**config.mk**
```make
export PLATFORM = sky130hd
export DESIGN_NAME = ikc_ctrl
export DESIGN_NICKNAME = d
export VERILOG_FILES = /design/src/sv/ikc_pkg.sv /design/src/sv/ikc_ctrl.sv
export SDC_FILE = /design/constraint.sdc
export NUM_CORES = 1
export LEC_CHECK = 0
export BUFFER_PORTS_ARGS = -buffer_cell sky130_fd_sc_hd__buf_2
export CAP_MARGIN = 20
export CORE_AREA = 2 2 39 41
export CTS_CLUSTER_DIAMETER = 200
export DETAILED_ROUTE_END_ITERATION = 8
export DIE_AREA = 0 0 41 43
export HOLD_SLACK_MARGIN = 0.12
export SLEW_MARGIN = 30
export SYNTH_ARGS = -nofsm -noshare
export SYNTH_HDL_FRONTEND = slang
export SYNTH_SLANG_ARGS = --single-unit
```
**constraint.sdc**
```tcl
create_clock -name clk -period 2.4 [get_ports clk]
set_clock_uncertainty 0.05 [all_clocks]
set_input_delay 0.48 -clock clk [delete_from_list [all_inputs] [get_ports clk]]
set_output_delay 0.48 -clock clk [all_outputs]
set_load 0.02 [all_outputs]
```
**src/sv/ikc_pkg.sv**
```systemverilog
package ikc_pkg;

  localparam int DIV_DW = 23;
  localparam int DIV_VW = 12;
  localparam int CNT_W  = 13;
  localparam int POS_W  = 23;

  typedef enum logic [2:0] {
    MASK_BOX3    = 3'd0,
    MASK_GAUSS3  = 3'd1,
    MASK_GAUSS5  = 3'd2,
    MASK_SOBEL_V = 3'd3,
    MASK_SOBEL_H = 3'd4
  } mask_t;

  typedef enum logic [1:0] {
    REG_WIDTH   = 2'd0,
    REG_HEIGHT  = 2'd1,
    REG_MASK    = 2'd2,
    REG_DIVISOR = 2'd3
  } reg_idx_t;

  typedef struct packed {
    logic take;
    logic shift;
    logic pos_start;
    logic pos_latch;
    logic mac_step;
    logic sum_start;
    logic load_out;
  } cmd_t;

  typedef struct packed {
    logic needs_shift;
    logic emit;
    logic border;
    logic div_done;
    logic mac_last;
    logic out_free;
  } status_t;

  localparam logic signed [6:0] K_BOX3 [9] = '{7'sd1, 7'sd1, 7'sd1, 7'sd1, 7'sd1,
                                               7'sd1, 7'sd1, 7'sd1, 7'sd1};
  localparam logic signed [6:0] K_GAUSS3 [9] = '{7'sd1, 7'sd2, 7'sd1, 7'sd2, 7'sd4,
                                                 7'sd2, 7'sd1, 7'sd2, 7'sd1};
  localparam logic signed [6:0] K_SOBEL_V [9] = '{7'sd1, 7'sd2, 7'sd1, 7'sd0, 7'sd0,
                                                  7'sd0, -7'sd1, -7'sd2, -7'sd1};
  localparam logic signed [6:0] K_SOBEL_H [9] = '{7'sd1, 7'sd0, -7'sd1, 7'sd2, 7'sd0,
                                                  -7'sd2, 7'sd1, 7'sd0, -7'sd1};
  localparam logic signed [6:0] K_GAUSS5 [25] = '{
    7'sd1, 7'sd4, 7'sd6, 7'sd4, 7'sd1,
    7'sd4, 7'sd16, 7'sd24, 7'sd16, 7'sd4,
    7'sd6, 7'sd24, 7'sd36, 7'sd24, 7'sd6,
    7'sd4, 7'sd16, 7'sd24, 7'sd16, 7'sd4,
    7'sd1, 7'sd4, 7'sd6, 7'sd4, 7'sd1};

  function automatic logic signed [6:0] coef(logic [2:0] m, logic [2:0] i, logic [2:0] j);
    logic [4:0] k5;
    logic [3:0] k3;
    logic       in3;
    logic signed [6:0] c;
    k5  = 5'(i * 3'd5 + j);
    in3 = (i >= 3'd2) && (j >= 3'd2);
    k3  = in3 ? 4'((i - 3'd2) * 3'd3 + (j - 3'd2)) : 4'd0;
    case (m)
      MASK_GAUSS5:  c = K_GAUSS5[k5];
      MASK_GAUSS3:  c = in3 ? K_GAUSS3[k3] : 7'sd0;
      MASK_SOBEL_V: c = in3 ? K_SOBEL_V[k3] : 7'sd0;
      MASK_SOBEL_H: c = in3 ? K_SOBEL_H[k3] : 7'sd0;
      default:      c = in3 ? K_BOX3[k3] : 7'sd0;
    endcase
    return c;
  endfunction

endpackage

```
**src/sv/ikc_ctrl.sv**
```systemverilog
module ikc_ctrl
  import ikc_pkg::*;
(
  input  logic    clk,
  input  logic    rst,
  input  logic    in_valid,
  output logic    in_stall,
  input  status_t sts,
  output cmd_t    cmd
);

  typedef enum logic [2:0] {
    S_IDLE, S_SHIFT, S_POS, S_CHECK, S_MAC, S_SUM, S_SUMWAIT, S_OUT
  } state_t;

  state_t state;

  assign in_stall = state != S_IDLE;

  always_comb begin
    cmd           = '0;
    cmd.take      = state == S_IDLE && in_valid;
    cmd.shift     = state == S_SHIFT && sts.needs_shift;
    cmd.pos_start = cmd.shift && sts.emit;
    cmd.pos_latch = state == S_POS && sts.div_done;
    cmd.mac_step  = state == S_MAC;
    cmd.sum_start = state == S_SUM;
    cmd.load_out  = state == S_OUT && sts.out_free;
  end

  always_ff @(posedge clk) begin
    if (rst) begin
      state <= S_IDLE;
    end else begin
      unique case (state)
        S_IDLE:    if (in_valid) state <= S_SHIFT;
        S_SHIFT:   state <= (sts.needs_shift && sts.emit) ? S_POS : S_IDLE;
        S_POS:     if (sts.div_done) state <= S_CHECK;
        S_CHECK:   state <= sts.border ? S_OUT : S_MAC;
        S_MAC:     if (sts.mac_last) state <= S_SUM;
        S_SUM:     state <= S_SUMWAIT;
        S_SUMWAIT: if (sts.div_done) state <= S_OUT;
        S_OUT:     if (sts.out_free) state <= S_IDLE;
        default:   state <= S_IDLE;
      endcase
    end
  end

endmodule

```
==> out/results.tsv <==
metric	value	unit
outcome	finished, final reports clean	
CTS tree	built	
max_slew headroom	80.04	%
routability cong.	0.7095	
FF+latch count, synth	3	
PwrDens	547.5	nW/um^2
endpoints failing setup	0	
fmax	548.3	MHz
post-CTS setup buffers	0	
via count	266	
global-route wire length before repair	876	microns
DRT Pass-1 Iters	3	
pin count of the biggest net entering global routing	12	
Synth warnings	0	
worst-path maximum fanout	10	
layout cells sized above 1	47.73	%
max-slew violations	0	
sequential power share	31.9	%
CP endpoint kind	output pin	
Tot Pwr	0.1822	mW
startpoint types	flop	
Post-DRT Antenna Nets	0	
Tmin final	1.824	ns
Net Count, Synth	36	
setup TNS	0	ns
most instantiated library cell after synthesis	dfxtp_1	
final hold viol count	0	
Max clock buf depth	2	
die area	1763	sq um
Tcrit/Tclk final	75.99	%
die height	43	microns
Sinks on Clock Net	3	
Ports	17	
Post-synth EDFFs	0	
drt initial violations	2	
Area growth, synth to finish	46.15	%
Peak supply drop	144.2	uV
Residual DRC	0	
drt via density	4.433	
RSZ-0062 raised after global routing	false	
Comb pwr share	17.9	%
Top reg by flops	state	
hold crit path type	input pin to flop	
Die Width	41	microns
Clk Latency, worst-skew pair	0.24	ns
largest cells by area after synthesis	dfxtp_1, and4bb_2, buf_6	
Buffers on Ports	16	
Post-CTS Resized	0	
All-Layer GR Usage	8.032	%
Worst EP required	1.87	ns
Routed WL per cell	9.500	microns
syn avg cell area	8.434	sq um
Mapped Area	227.7	sq um
CTS root buffer	clkbuf_4	
max reg flops	3	
clock share of power	50.2	%
htree depth	1	
sw power	0.05136	mW
Power Internal	0.1308	mW
fillers	163	
share of the synthesized area in the top cell type	26.37	%
gr ovfl total	0	
cts hold-fix bufs	0	
ant diodes	0	
Mapped Cells	27	
Synth cell types	20	
drt total wl	570	microns
nets@finish	54	
ys async rst share	0	%
Worst-Margin Slew	0.2990	ns
Max-Cap Viols	0	
critical path type	flop to output pin	
switching share of power	28.19	%
clock slew at reported path FFs	0.04	ns
Regs by FF count	state x3	
initial antenna violation count	0	
Core Area	1384	sq um
sequential fraction of the synthesis area	26.37	%
Num CTS Buffers	3	
ys flop type	dfxtp_1	
P_leak	0.1673	nW
critical path arrival	1.29	ns
area leader, netlist	dfxtp_1	
Row Count	14	
initial core utilization	16.46	%
vias in the first global route	221	
-- worst max-delay path, stage by stage, from the launching register on --
cell	delay (ns)
dfxtp_1	0.48
and4bb_2	0.28
and2_1	0.14
buf_2	0.15
-- cells in the final DEF, fill, tap and decap left out, drive strengths merged --
master	synthesis	layout
dfxtp	3	3
buf	3	16
nor3b	1	1
a21o	1	1
or3	1	1
mux2i	1	1
or4	1	1
or4bb	1	1
nor3	1	1
a21oi	2	2
nor2	2	2
o311ai	1	1
a311oi	1	1
and2	1	1
nand2	2	2
o21ai	1	1
and4bb	2	2
and3b	1	1
clkbuf	0	4
inv	1	1
-- cells by family (layout without fill, tap and decap cells) --
group	after synthesis	after routing	share of synthesized area, %
AND/OR/NAND/NOR	13	13	40.66
AO/OA/AOI/OAI	6	6	17.58
flip-flops	3	3	26.37
buffers and inverters	4	21	10.99
multiplexers	1	1	4.396
-- layer usage --
layer,global-route usage [%],share of wire [%]
met5,0,0
met2,8.750,42
met3,3.665,10
met4,10.00,2.3
met1,9.646,46
-- power groups by stage --
stage | registers, mW | clock network, mW | logic (mW)
after CTS | 0.0580 | 0.0958 | 0.0330
final | 0.0582 | 0.0914 | 0.0327
after global placement | 0.0589 | 0 | 0.0325
after detailed placement | 0.0587 | 0 | 0.0328
after global routing | 0.0589 | 0.0975 | 0.0362
after floorplan | 0.0540 | 0 | 0.0245
-- final cells by class --
| class | count | area [sq um] | share of cell area [%] |
|---|---|---|---|
| sequential | 3 | 60.06 | 18.05 |
| timing repair buffer | 16 | 80.08 | 24.06 |
| inverter | 1 | 3.754 | 1.128 |
| multi-input combinational | 20 | 142.6 | 42.86 |
| tap | 16 | 20.02 | 6.015 |
| clock buffer | 4 | 26.28 | 7.895 |
-- metrics by stage --
stage	util (%)	setup WS, ns	instances	instance area, sq um	hold slack (ns)
6_report	24.05	0.5762	60	332.8	0.4092
3_5_place_dp	22.15	0.7821	56	306.5	0.5682
2_1_floorplan	-	0.6280	27	227.7	0.4712
5_1_grt	24.05	0.5024	60	332.8	0.4259
4_1_cts	24.05	0.5647	60	332.8	0.4050
3_3_place_gp	22.15	0.7891	56	306.5	0.5804
-- final timing paths --
path	startpoint	endpoint	slack (ns)	cells after the start
setup / recovery	state[2]$_SDFFE_PP0P_	cmd[4]	0.58	3
setup reg to reg	state[2]$_SDFFE_PP0P_	state[0]$_SDFFE_PP0P_	1.14	3
hold reg to reg	state[2]$_SDFFE_PP0P_	state[2]$_SDFFE_PP0P_	0.58	2
hold / removal	rst	state[1]$_SDFFE_PP0P_	0.41	2
(Power assumes the default switching activity.)
